## src/hdl/prle_pkg.sv

```systemverilog
package prle_pkg;

  localparam int unsigned MAX_WIDTH        = 2048;
  localparam int unsigned WIDTH_W          = 12;
  localparam int unsigned APB_DATA_W       = 32;
  localparam int unsigned APB_ADDR_W       = 3;
  localparam int unsigned PAL_DEPTH        = 256;
  localparam int unsigned PAL_IDX_W        = 8;
  localparam int unsigned FIFO_DEPTH       = 4;
  localparam int unsigned FIFO_PTR_W       = 2;
  localparam int unsigned FIFO_CNT_W       = 3;

  localparam logic [7:0]         RUN_MAX          = 8'd255;
  localparam logic [WIDTH_W-1:0] LINE_WIDTH_RESET = WIDTH_W'(640);
  localparam logic [WIDTH_W-1:0] LINE_WIDTH_MAX   = WIDTH_W'(MAX_WIDTH);
  localparam logic [WIDTH_W-1:0] LINE_WIDTH_MIN   = WIDTH_W'(1);

  // register index taken from paddr[2]
  localparam logic REG_LINE_WIDTH = 1'b0;

  // request kinds carried in tuser
  localparam logic ACT_PALETTE = 1'b0;
  localparam logic ACT_PIXEL   = 1'b1;

  typedef struct packed {
    logic [7:0] red;
    logic [7:0] green;
    logic [7:0] blue;
  } color_t;

  typedef struct packed {
    logic       line_end;
    logic [7:0] red;
    logic [7:0] green;
    logic [7:0] blue;
    logic [7:0] run_length;
  } rle_result_t;

  typedef struct packed {
    logic        push_a;
    logic        push_b;
    rle_result_t data_a;
    rle_result_t data_b;
  } rle_push_t;

endpackage

```

## src/hdl/prle_run.sv

```systemverilog
module prle_run (
  input  logic                          clk_i,
  input  logic                          rst_ni,
  input  logic                          pix_valid_i,
  input  prle_pkg::color_t              pix_color_i,
  input  logic [prle_pkg::WIDTH_W-1:0]  line_width_i,
  input  logic                          room_i,
  output logic                          stall_o,
  output prle_pkg::rle_push_t           push_o
);

  logic                         s1_valid_q, s1_valid_d;
  prle_pkg::color_t             run_color_q, run_color_d;
  logic [7:0]                   run_count_q, run_count_d;
  logic [prle_pkg::WIDTH_W-1:0] pixels_seen_q, pixels_seen_d;

  logic                         fire;
  logic                         open_run;
  logic                         brk;
  logic                         eol;
  logic [7:0]                   cnt1;
  prle_pkg::color_t             col1;
  logic [prle_pkg::WIDTH_W-1:0] seen1;
  logic [prle_pkg::WIDTH_W-1:0] eff_width;

  assign fire    = s1_valid_q && room_i;
  assign stall_o = s1_valid_q && !room_i;

  // clamp width into 1..MAX_WIDTH
  always_comb begin
    eff_width = line_width_i;
    if (line_width_i == '0) begin
      eff_width = prle_pkg::LINE_WIDTH_MIN;
    end else if (line_width_i > prle_pkg::LINE_WIDTH_MAX) begin
      eff_width = prle_pkg::LINE_WIDTH_MAX;
    end
  end

  assign open_run = (run_count_q != '0);
  assign brk      = open_run &&
                    ((pix_color_i != run_color_q) || (run_count_q >= prle_pkg::RUN_MAX));
  assign cnt1     = (brk || !open_run) ? 8'd1 : run_count_q + 8'd1;
  assign col1     = (brk || !open_run) ? pix_color_i : run_color_q;
  assign seen1    = pixels_seen_q + prle_pkg::WIDTH_W'(1);
  assign eol      = (seen1 >= eff_width);

  always_comb begin
    push_o.push_a            = fire && brk;
    push_o.data_a.line_end   = 1'b0;
    push_o.data_a.red        = run_color_q.red;
    push_o.data_a.green      = run_color_q.green;
    push_o.data_a.blue       = run_color_q.blue;
    push_o.data_a.run_length = run_count_q;
    push_o.push_b            = fire && eol;
    push_o.data_b.line_end   = 1'b1;
    push_o.data_b.red        = col1.red;
    push_o.data_b.green      = col1.green;
    push_o.data_b.blue       = col1.blue;
    push_o.data_b.run_length = cnt1;
  end

  always_comb begin
    s1_valid_d    = s1_valid_q;
    run_color_d   = run_color_q;
    run_count_d   = run_count_q;
    pixels_seen_d = pixels_seen_q;
    if (fire) begin
      s1_valid_d    = 1'b0;
      run_color_d   = col1;
      run_count_d   = eol ? 8'd0 : cnt1;
      pixels_seen_d = eol ? '0 : seen1;
    end
    if (pix_valid_i) begin
      s1_valid_d = 1'b1;
    end
  end

  always_ff @(posedge clk_i or negedge rst_ni) begin
    if (!rst_ni) begin
      s1_valid_q    <= 1'b0;
      run_color_q   <= '0;
      run_count_q   <= '0;
      pixels_seen_q <= '0;
    end else begin
      s1_valid_q    <= s1_valid_d;
      run_color_q   <= run_color_d;
      run_count_q   <= run_count_d;
      pixels_seen_q <= pixels_seen_d;
    end
  end

  a_eol_clears: assert property (@(posedge clk_i) disable iff (!rst_ni)
    fire && eol |=> (pixels_seen_q == '0) && (run_count_q == '0))
    else $error("line end did not clear run state");

  a_run_open: assert property (@(posedge clk_i) disable iff (!rst_ni)
    fire && !eol |=> (run_count_q != '0) && (pixels_seen_q != '0))
    else $error("pixel left no open run");

  a_stall_holds: assert property (@(posedge clk_i) disable iff (!rst_ni)
    stall_o |=> s1_valid_q && $stable(run_count_q) && $stable(pixels_seen_q))
    else $error("run state moved while stalled");

  a_no_pix_on_stall: assert property (@(posedge clk_i) disable iff (!rst_ni)
    stall_o |-> !pix_valid_i)
    else $error("pixel request taken while run stage stalled");

endmodule

```

## config.mk

```make
export PLATFORM = sky130hd
export DESIGN_NAME = prle_run
export DESIGN_NICKNAME = d
export VERILOG_FILES = /design/src/hdl/prle_pkg.sv /design/src/hdl/prle_run.sv
export SDC_FILE = /design/constraint.sdc
export NUM_CORES = 1
export LEC_CHECK = 0
export BUFFER_PORTS_ARGS = -buffer_cell sky130_fd_sc_hd__buf_2
export CAP_MARGIN = 0
export CORE_UTILIZATION = 30
export DETAILED_ROUTE_END_ITERATION = 16
export HOLD_SLACK_MARGIN = 0.12
export PLACE_DENSITY = 0.53
export SLEW_MARGIN = 20
export SYNTH_ARGS = -nofsm -noshare
export SYNTH_HDL_FRONTEND = slang
export SYNTH_SLANG_ARGS = --single-unit
```

## constraint.sdc

```tcl
create_clock -name clk_i -period 8.75 [get_ports clk_i]
set_input_delay 0.875 -clock clk_i [delete_from_list [all_inputs] [get_ports clk_i]]
set_output_delay 0.875 -clock clk_i [all_outputs]
set_load 0.02 [all_outputs]
```

==> flow_summary.ini <==
[setup_path]
r2r_cells = 13
required_ps = 7880
crit_path_start_kind = register
critPathCaptureType = output pin
cp.arrival_ps = 3300
crit_type = reg -> out
crit_fanout = 20
r2r_slack_ps = 5390
reg2reg_from = pixels_seen_q[2]
rr_endpoint = pixels_seen_q[6]

[clock_network]
clk_latency_ps = 290
cts-hold-fix-buffers = 0
path_clk_slew_ps = 90
htreeDepth = 2
cts_setup_buffers = 0
cts_root_buffer = clkbuf_8
cts_sinks = 45
cts_tree = built
cts_made_buffers = 5
ctsResizeCount = 0
clock_path_buffers = 2

[sta]
fin_crit_sh_pct = 47.69
drv_slew = 0
skew_ps = 5.453
period_needed_ps = 4173
tightest_slew_ps = 626.0
hold_viol_final = 0
maxSlewHeadroom_pct = 58.17
max_freq_mhz = 239.7
grt_setup_unrepaired = false
fin_tns_setup_ps = 0
setup_violations = 0

[logic_synthesis]
synth_ff_type = dfrtp_1
syn-num-nets = 417
synth_cells = 362
synth-edff-count = 0
yosys-top-cells-area = dfrtp_1 38%, nand2_1 13%, xor2_1 9.3%
syn_avg_cell_area_sq_um = 8.081
yosys_warnings = 0
synth_top_area_share_pct = 38.49
syn_area_sq_um = 2925
synth_top_area_cell = dfrtp_1
ys_types = 40
synth_top_cells_by_count = 105 x nand2_1, 45 x dfrtp_1, 36 x clkbuf_1, 31 x xor2_1, 18 x nor2_1
ys_ff_latch = 45
synth.most_common_cell = nand2_1
ys_seq_area_share_pct = 38.49
postSynth.asyncResetShare_pct = 100.0

[route]
drtIter0Drc = 56
drt-total-wl_microns = 6965
drcViolationCount = 0
dr_total_vias = 2642
vias_per_cell = 4.668
ant_nets = 0
wire_per_inst_microns = 12.31
drtPass1Iterations = 4

[die]
ios = 109
start_util_pct = 31.36
dieWidth_microns = 100.7
coreArea_sq_um = 9328
die-area_sq_um = 10150
die_height_microns = 100.7
rows = 35

[min_path]
hp-class = reg -> reg
whs_endpoint = push_o[55]
hold_depth = 2
min-delay-start = push_o[55]

[power]
power_density_nw_per_um2 = 158.3
ir_worst_vdd_mv = 0.07422
p_leak_nw = 1.897

[final_layout]
final_area_sq_um = 3570
area.growth.synth_to_final_pct = 22.03
drive_above_1_share_pct = 28.60
final_nets = 491
final_util_pct = 38.27
diodes = 0

[global_routing]
overflow = 0
grt_max_degree = 46
grt_pass1_vias = 2510
antenna_found_initial = 0
grt_pass1_wl_microns = 11560
grt_use_total_pct = 14.37

[outcome]
status = completed

[placement]
dpl_cell_area_sq_um = 3466
post-dp-hpwl_microns = 5070
io_buffer_count = 106
gp_congestion = 0.7515

[run]
max_cap_viol_count = 0
worst max-delay path, stage by stage (launching register included):
cell      delay [ps]
dfrtp_1          450
and3_1           210
and3_1           230
and3_1           220
and3_1           220
xor2_1           150
ha_1             300
nand4_1          130
nor4_1           290
o31ai_1          130
o211ai_1         100
buf_4            270
and2_1           150
buf_2            160
layer usage:
layer  vias to the layer above  GRT usage [%]  wire length, microns
met1                      1236          18.81                  3275
met4                         0          3.344                    52
met3                         4          3.745                   391
met2                        82          23.71                  3246
li1                       1320              -                     -
met5                         -              0                     0
cell type report:
| class | instances | area (sq um) |
|---|---|---|
| fillers | 988 | 5758 |
| multi-input cells | 270 | 1607 |
| flip-flops and latches | 45 | 1126 |
| repair buffers | 109 | 555.5 |
| well taps | 129 | 161.4 |
| clock buffers | 7 | 96.34 |
| inverters | 5 | 18.77 |
| clock inverters | 1 | 5.005 |
layout by cell type, fill, tap and decap left out, types with 2 or more instances in the layout:
cell type and n:
a211oi_1 2, a21oi_1 6, a22o_1 10, and2_1 4
and3_1 9, buf_2 105, buf_4 4, clkbuf_8 7
conb_1 2, dfrtp_1 45, ha_1 15, inv_1 5
nand2_1 105, nand3_1 8, nand4_1 3, nor2_1 18
nor2b_1 8, nor3_1 2, nor4_1 7, nor4_2 3
o21ai_0 11, o31ai_1 4, or2_2 2, xnor2_1 7
xor2_1 31
sequential cells by signal, summed over array words and instances, names as in the netlist:
signal and count:
pixels_seen_q 12, push_o 24, run_count_q 8, s1_valid_q 1
how the worst max path moves through the flow:
stage / depth (start not counted) / slack, ps / end / startpoint
global route: 13 / 4280 / push_o[66] / pixels_seen_q[2]
floorplan: 12 / 5190 / push_o[66] / pixels_seen_q[2]
CTS: 13 / 4500 / push_o[66] / pixels_seen_q[2]
global placement: 7 / 4820 / push_o[0] / pix_color_i[21]
detailed placement: 7 / 4810 / push_o[0] / pix_color_i[21]
finish: 13 / 4580 / push_o[66] / pixels_seen_q[2]
per-stage QoR:
stage,cells,power (mW),setup WS (ps),hold WS [ps]
6_report,566,0.5651,4577,518.5
5_1_grt,566,0.6100,4284,544.1
4_1_cts,566,0.5765,4504,522.2
3_5_place_dp,558,0.4298,4805,499.1
3_3_place_gp,558,0.4287,4816,498.0
2_1_floorplan,362,0.3713,5188,482.7
power by group:
part	leakage [nW]	internal, mW	switching [mW]
sequential	0.573	0.232	0.0252
clock	0.0542	0.0715	0.0700
combinational	1.27	0.0643	0.102
kinds of logic after synthesis:
kind of cell / share of synthesized area, %
simple gates: 27.07
buf+inv: 6.587
flops: 38.49
compound gates: 9.410
xor+xnor: 11.38
fa+ha+maj: 6.416
other cells: 0.2567
mux: 0.3849
Power figures use the tool's default switching activity.
