File: config.mk
export PLATFORM = sky130hd
export DESIGN_NAME = prle_fifo
export DESIGN_NICKNAME = d
export VERILOG_FILES = /design/src/hdl/prle_pkg.sv /design/src/hdl/prle_fifo.sv
export SDC_FILE = /design/constraint.sdc
export NUM_CORES = 1
export LEC_CHECK = 0
export ABC_AREA = 1
export BUFFER_PORTS_ARGS = -buffer_cell sky130_fd_sc_hd__buf_2
export CAP_MARGIN = 40
export CORE_MARGIN = 4
export CORE_UTILIZATION = 45
export CTS_BUF_LIST = sky130_fd_sc_hd__clkbuf_8
export DETAILED_ROUTE_END_ITERATION = 8
export GPL_ROUTABILITY_DRIVEN = 0
export PLACE_DENSITY = 0.7
export SLEW_MARGIN = 30
export SYNTH_ARGS = -nofsm -noshare
export SYNTH_HDL_FRONTEND = slang
export SYNTH_SLANG_ARGS = --single-unit
File: constraint.sdc
create_clock -name clk_i -period 9.2 [get_ports clk_i]
set_input_delay 1.84 -clock clk_i [delete_from_list [all_inputs] [get_ports clk_i]]
set_output_delay 1.84 -clock clk_i [all_outputs]
set_load 0.005 [all_outputs]
File: src/hdl/prle_pkg.sv
package prle_pkg;

  localparam int unsigned MAX_WIDTH        = 2048;
  localparam int unsigned WIDTH_W          = 12;
  localparam int unsigned APB_DATA_W       = 32;
  localparam int unsigned APB_ADDR_W       = 3;
  localparam int unsigned PAL_DEPTH        = 256;
  localparam int unsigned PAL_IDX_W        = 8;
  localparam int unsigned FIFO_DEPTH       = 4;
  localparam int unsigned FIFO_PTR_W       = 2;
  localparam int unsigned FIFO_CNT_W       = 3;

  localparam logic [7:0]         RUN_MAX          = 8'd255;
  localparam logic [WIDTH_W-1:0] LINE_WIDTH_RESET = WIDTH_W'(640);
  localparam logic [WIDTH_W-1:0] LINE_WIDTH_MAX   = WIDTH_W'(MAX_WIDTH);
  localparam logic [WIDTH_W-1:0] LINE_WIDTH_MIN   = WIDTH_W'(1);

  // register index taken from paddr[2]
  localparam logic REG_LINE_WIDTH = 1'b0;

  // request kinds carried in tuser
  localparam logic ACT_PALETTE = 1'b0;
  localparam logic ACT_PIXEL   = 1'b1;

  typedef struct packed {
    logic [7:0] red;
    logic [7:0] green;
    logic [7:0] blue;
  } color_t;

  typedef struct packed {
    logic       line_end;
    logic [7:0] red;
    logic [7:0] green;
    logic [7:0] blue;
    logic [7:0] run_length;
  } rle_result_t;

  typedef struct packed {
    logic        push_a;
    logic        push_b;
    rle_result_t data_a;
    rle_result_t data_b;
  } rle_push_t;

endpackage

File: src/hdl/prle_fifo.sv
module prle_fifo (
  input  logic                   clk_i,
  input  logic                   rst_ni,
  input  prle_pkg::rle_push_t    push_i,
  output logic                   room_o,
  output logic                   valid_o,
  input  logic                   ready_i,
  output prle_pkg::rle_result_t  data_o
);

  prle_pkg::rle_result_t           entry_q [prle_pkg::FIFO_DEPTH];
  logic [prle_pkg::FIFO_PTR_W-1:0] wr_ptr_q, wr_ptr_d;
  logic [prle_pkg::FIFO_PTR_W-1:0] rd_ptr_q, rd_ptr_d;
  logic [prle_pkg::FIFO_CNT_W-1:0] count_q, count_d;
  logic [prle_pkg::FIFO_PTR_W-1:0] wr_ptr_b;
  logic                            pop;

  assign pop      = valid_o && ready_i;
  assign valid_o  = (count_q != '0);
  assign data_o   = entry_q[rd_ptr_q];
  assign room_o   = (count_q <= prle_pkg::FIFO_CNT_W'(prle_pkg::FIFO_DEPTH - 2));
  assign wr_ptr_b = wr_ptr_q + prle_pkg::FIFO_PTR_W'(push_i.push_a);

  always_comb begin
    wr_ptr_d = wr_ptr_q + prle_pkg::FIFO_PTR_W'(push_i.push_a)
                        + prle_pkg::FIFO_PTR_W'(push_i.push_b);
    rd_ptr_d = rd_ptr_q + prle_pkg::FIFO_PTR_W'(pop);
    count_d  = count_q + prle_pkg::FIFO_CNT_W'(push_i.push_a)
                       + prle_pkg::FIFO_CNT_W'(push_i.push_b)
                       - prle_pkg::FIFO_CNT_W'(pop);
  end

  always_ff @(posedge clk_i) begin
    if (push_i.push_a) begin
      entry_q[wr_ptr_q] <= push_i.data_a;
    end
    if (push_i.push_b) begin
      entry_q[wr_ptr_b] <= push_i.data_b;
    end
  end

  always_ff @(posedge clk_i or negedge rst_ni) begin
    if (!rst_ni) begin
      wr_ptr_q <= '0;
      rd_ptr_q <= '0;
      count_q  <= '0;
    end else begin
      wr_ptr_q <= wr_ptr_d;
      rd_ptr_q <= rd_ptr_d;
      count_q  <= count_d;
    end
  end

  a_no_overflow: assert property (@(posedge clk_i) disable iff (!rst_ni)
    (push_i.push_a || push_i.push_b) |-> room_o)
    else $error("result queue pushed without room");

  a_count_bound: assert property (@(posedge clk_i) disable iff (!rst_ni)
    count_q <= prle_pkg::FIFO_CNT_W'(prle_pkg::FIFO_DEPTH))
    else $error("result queue count out of range");

  a_ptr_track: assert property (@(posedge clk_i) disable iff (!rst_ni)
    (wr_ptr_q - rd_ptr_q) == count_q[prle_pkg::FIFO_PTR_W-1:0])
    else $error("result queue pointers disagree with count");

endmodule

==> Flow_metrics.wiki <==
{| class="wikitable"
! Metric !! Value
|-
| Critical Path Source Type || flip-flop
|-
| Maximum fanout along the worst path || 35
|-
| Detailed-route wire length || 19,200 µm
|-
| Number of DRC violations after detailed routing || 0
|-
| Part of the total power dissipated in combinational logic || 0.430
|-
| Clk slew on worst S/H paths || 70 ps
|-
| PortBufs || 105
|-
| Placeable core region || 16,100 µm²
|-
| Routed vias || 6,247
|-
| Top cell type by total area after synthesis || sky130_fd_sc_hd__edfxtp_1
|-
| Post CTS Setup Buffer Count || 0
|-
| Chip height || 137 µm
|-
| Worst Tran Pin Value || 810 ps
|-
| Register share of total power || 0.396
|-
| # setup viols final || 0
|-
| Pin count of the biggest net entering global routing || 84
|-
| Leading cell type in the layout, fill and taps excluded || sky130_fd_sc_hd__nand2_1
|-
| Combined area of all synthesized cells || 7520 µm²
|-
| Total routing resource utilization after global routing || 0.204
|-
| Filler cells || 1,463
|-
| Mapped Avg Cell Area || 8.60 µm²
|-
| CTS buffer count || 17
|-
| Max_cap viols || 0
|-
| Power density relative to cell area || 336 nW/µm²
|-
| Global-route wire length before repair || 29,600 µm
|-
| Total Power Consumption || 0.00292 W
|-
| Setup TNS || 0 ps
|-
| Fin crit period || 4570 ps
|-
| Die outline area || 18,800 µm²
|-
| Period Utilization, post-route || 0.496
|-
| Fin. Hold Viols || 0
|-
| Cell count after synthesis || 874
|-
| Reg-to-Reg Start || wr_ptr_q[0]
|-
| Biggest area contributors in the synthesized netlist || sky130_fd_sc_hd__edfxtp_1, sky130_fd_sc_hd__nand2_1, sky130_fd_sc_hd__nand3_1
|-
| Highest cell delay on the worst timing path || 900 ps
|-
| Net Sw Frac || 0.405
|-
| Iter 0 DRT Violations || 643
|-
| Commonest cells after routing, fill and taps aside || sky130_fd_sc_hd__nand2_1, sky130_fd_sc_hd__nand3_1, sky130_fd_sc_hd__edfxtp_1, sky130_fd_sc_hd__buf_2, sky130_fd_sc_hd__inv_1
|-
| Die Wd || 137 µm
|-
| Slowest cell on the critical path || sky130_fd_sc_hd__dfrtp_2
|-
| Hold Path Depth || 1
|-
| Antenna-violating nets left || 0
|-
| CTS tree || yes
|-
| Number of max-slew violations in the final report || 0
|-
| Peak clock frequency supported by timing || 219 MHz
|-
| Worst hold path class || reg -> reg
|-
| Layout overhead on the synthesized area || 15.6%
|-
| End of the worst hold path || count_q[0]
|-
| Layout cell share with drive strength beyond 1 || 0.166
|-
| List of cells traversed by the critical path || inv_1 > buf_4 > o211ai_1 > nand2_1 > buf_2
|-
| Max-slew headroom at the worst pin || 0.458
|-
| Synthesis Warnings || 0
|-
| Portion of the post-synthesis area used by sequential elements || 0.551
|-
| CP Class || reg -> out
|-
| Worst IR drop on VDD || 0.378 mV
|-
| CTS Hold Bufs || 0
|-
| Vias in the first global route || 5,883
|-
| P_int || 0.00174 W
|-
| Number of antenna violations at the first check in global routing || 2
|-
| Start point of the worst hold path || count_q[0]
|-
| Critical Path RT || 7360 ps
|-
| Post-synthesis net count || 952
|-
| Clk Latency, worst-skew pair || 450 ps
|-
| Yosys reg bits || 139
|-
| Worst Reg-to-Reg Cells || 7
|-
| Clk sink count || 139
|-
| Buffers plus inverters on the worst setup path || 3
|-
| Clk_skew || 9.65 ps
|-
| DP HPWL || 12,300 µm
|-
| Boundary pin count || 106
|-
| Cell family contributing the most delay on the critical path || buffers and inverters
|-
| Critical path capture point type || output pin
|-
| Area fraction of the dominant cell type after synthesis || 0.527
|-
| Final global-route overflow total || 0
|-
| Critical path data arrival time || 2730 ps
|-
| Unique cell type count in the Yosys netlist || 21
|-
| CTS-repair resized insts || 0
|-
| RSZ-0062 raised after global routing || false
|-
| Depth of the CTS H-tree || 4
|-
| Outcome || finished clean
|-
| Average wire length per cell after detail routing || 16.3 µm
|-
| Share of power burned in the clock network || 0.174
|-
| Initial core utilization || 0.466
|-
| Via count normalized by instance count || 5.29
|-
| First-pass iteration count of the detailed router || 5
|-
| Launching element of the worst setup path || rd_ptr_q[1]
|-
| Capture point of the worst reg-to-reg path || entry_q[0][7]
|-
| Net switching power figure || 0.00118 W
|-
| Buffers from clock root to sink, at most || 2
|-
| Floorplan row count || 46
|-
| Slack of the worst reg-to-reg path || 5780 ps
|-
| Clock tree root buffer cell || sky130_fd_sc_hd__clkbuf_8
|-
| Final layout net count || 1,029
|-
| Leak pwr || 4.07 nW
|}
[kinds of logic after synthesis]
group	Yosys count	synth area share
xor+xnor	2	0.00233
compound gates	71	0.0697
fa+ha+maj	7	0.0136
buf+inv	141	0.0829
simple gates	514	0.281
flops	139	0.551
[worst reg2reg max path, stage by stage, from the launching register on]
cell and delay (ps):
sky130_fd_sc_hd__dfrtp_1 470, sky130_fd_sc_hd__ha_1 380, sky130_fd_sc_hd__nor2_4 120, sky130_fd_sc_hd__buf_4 600, sky130_fd_sc_hd__nand3_2 520, sky130_fd_sc_hd__buf_16 340, sky130_fd_sc_hd__o21ai_4 310, sky130_fd_sc_hd__buf_4 380
[Yosys cell counts]
cell type,n
sky130_fd_sc_hd__nor2_2,1
sky130_fd_sc_hd__inv_1,77
sky130_fd_sc_hd__ha_1,5
sky130_fd_sc_hd__o21ai_0,4
sky130_fd_sc_hd__clkbuf_1,14
sky130_fd_sc_hd__nand3_1,136
sky130_fd_sc_hd__xnor2_1,1
sky130_fd_sc_hd__and2_1,1
sky130_fd_sc_hd__clkinv_1,1
sky130_fd_sc_hd__edfxtp_1,132
sky130_fd_sc_hd__xor2_1,1
sky130_fd_sc_hd__inv_2,1
sky130_fd_sc_hd__nand3_2,1
sky130_fd_sc_hd__fa_1,2
sky130_fd_sc_hd__dfrtp_1,7
sky130_fd_sc_hd__buf_4,6
sky130_fd_sc_hd__buf_2,39
sky130_fd_sc_hd__o211ai_1,66
sky130_fd_sc_hd__buf_6,3
sky130_fd_sc_hd__nand2_1,375
sky130_fd_sc_hd__a31o_2,1
[power groups by stage]
stage	Sequential [W]	Clock, W	Combinational (W)
floorplan	0.00110	0	0.000875
global placement	0.00117	0	0.00117
detailed placement	0.00117	0	0.00122
CTS	0.00116	0.000509	0.00123
global route	0.00118	0.000538	0.00141
finish	0.00116	0.000509	0.00125
[area by class of cell]
type                    instances  area [µm²]  share of cell area
diodes                          1        2.50            0.000288
clock buffers                  17         234              0.0269
clock inverters                15         165              0.0190
inverters                      79         299              0.0344
multi-input cells             594        2830               0.325
flip-flops and latches        139        4140               0.477
well taps                     216         270              0.0311
repair buffers                120         748              0.0861
[worst max path at each step]
stage / end / slack, ps / cells past startpoint
2_1_floorplan: entry_q[1][0] / 4480 / 2
3_3_place_gp: entry_q[3][9] / 3810 / 6
3_5_place_dp: entry_q[0][11] / 3910 / 7
4_1_cts: entry_q[0][16] / 4370 / 7
5_1_grt: data_o[22] / 4490 / 5
6_report: data_o[22] / 4630 / 5
[per-layer routing]
metal  GRT usage  up-vias  wire (µm)
li1            -     3066          -
met1       0.266     2896       7890
met2       0.327      251       9310
met3      0.0544       32       1590
met4      0.0759        2        398
met5           0        -         13
[metrics by stage]
step | hold slack, ps | cells | worst slack, ps | util | cell area (µm²)
2_1_floorplan | 473 | 874 | 4480 | - | 7520
4_1_cts | 587 | 1176 | 4370 | 0.532 | 8580
5_1_grt | 608 | 1181 | 4490 | 0.539 | 8690
3_5_place_dp | 559 | 1144 | 3910 | 0.507 | 8180
3_3_place_gp | 564 | 1140 | 3810 | 0.503 | 8110
6_report | 584 | 1181 | 4630 | 0.539 | 8690
[registers in the layout, indices dropped and copies added, names as in the netlist]
| name | count |
|---|---|
| rd_ptr_q | 2 |
| wr_ptr_q | 2 |
| entry_q | 132 |
| count_q | 3 |
Note: power is estimated with default switching activity, not from simulation.
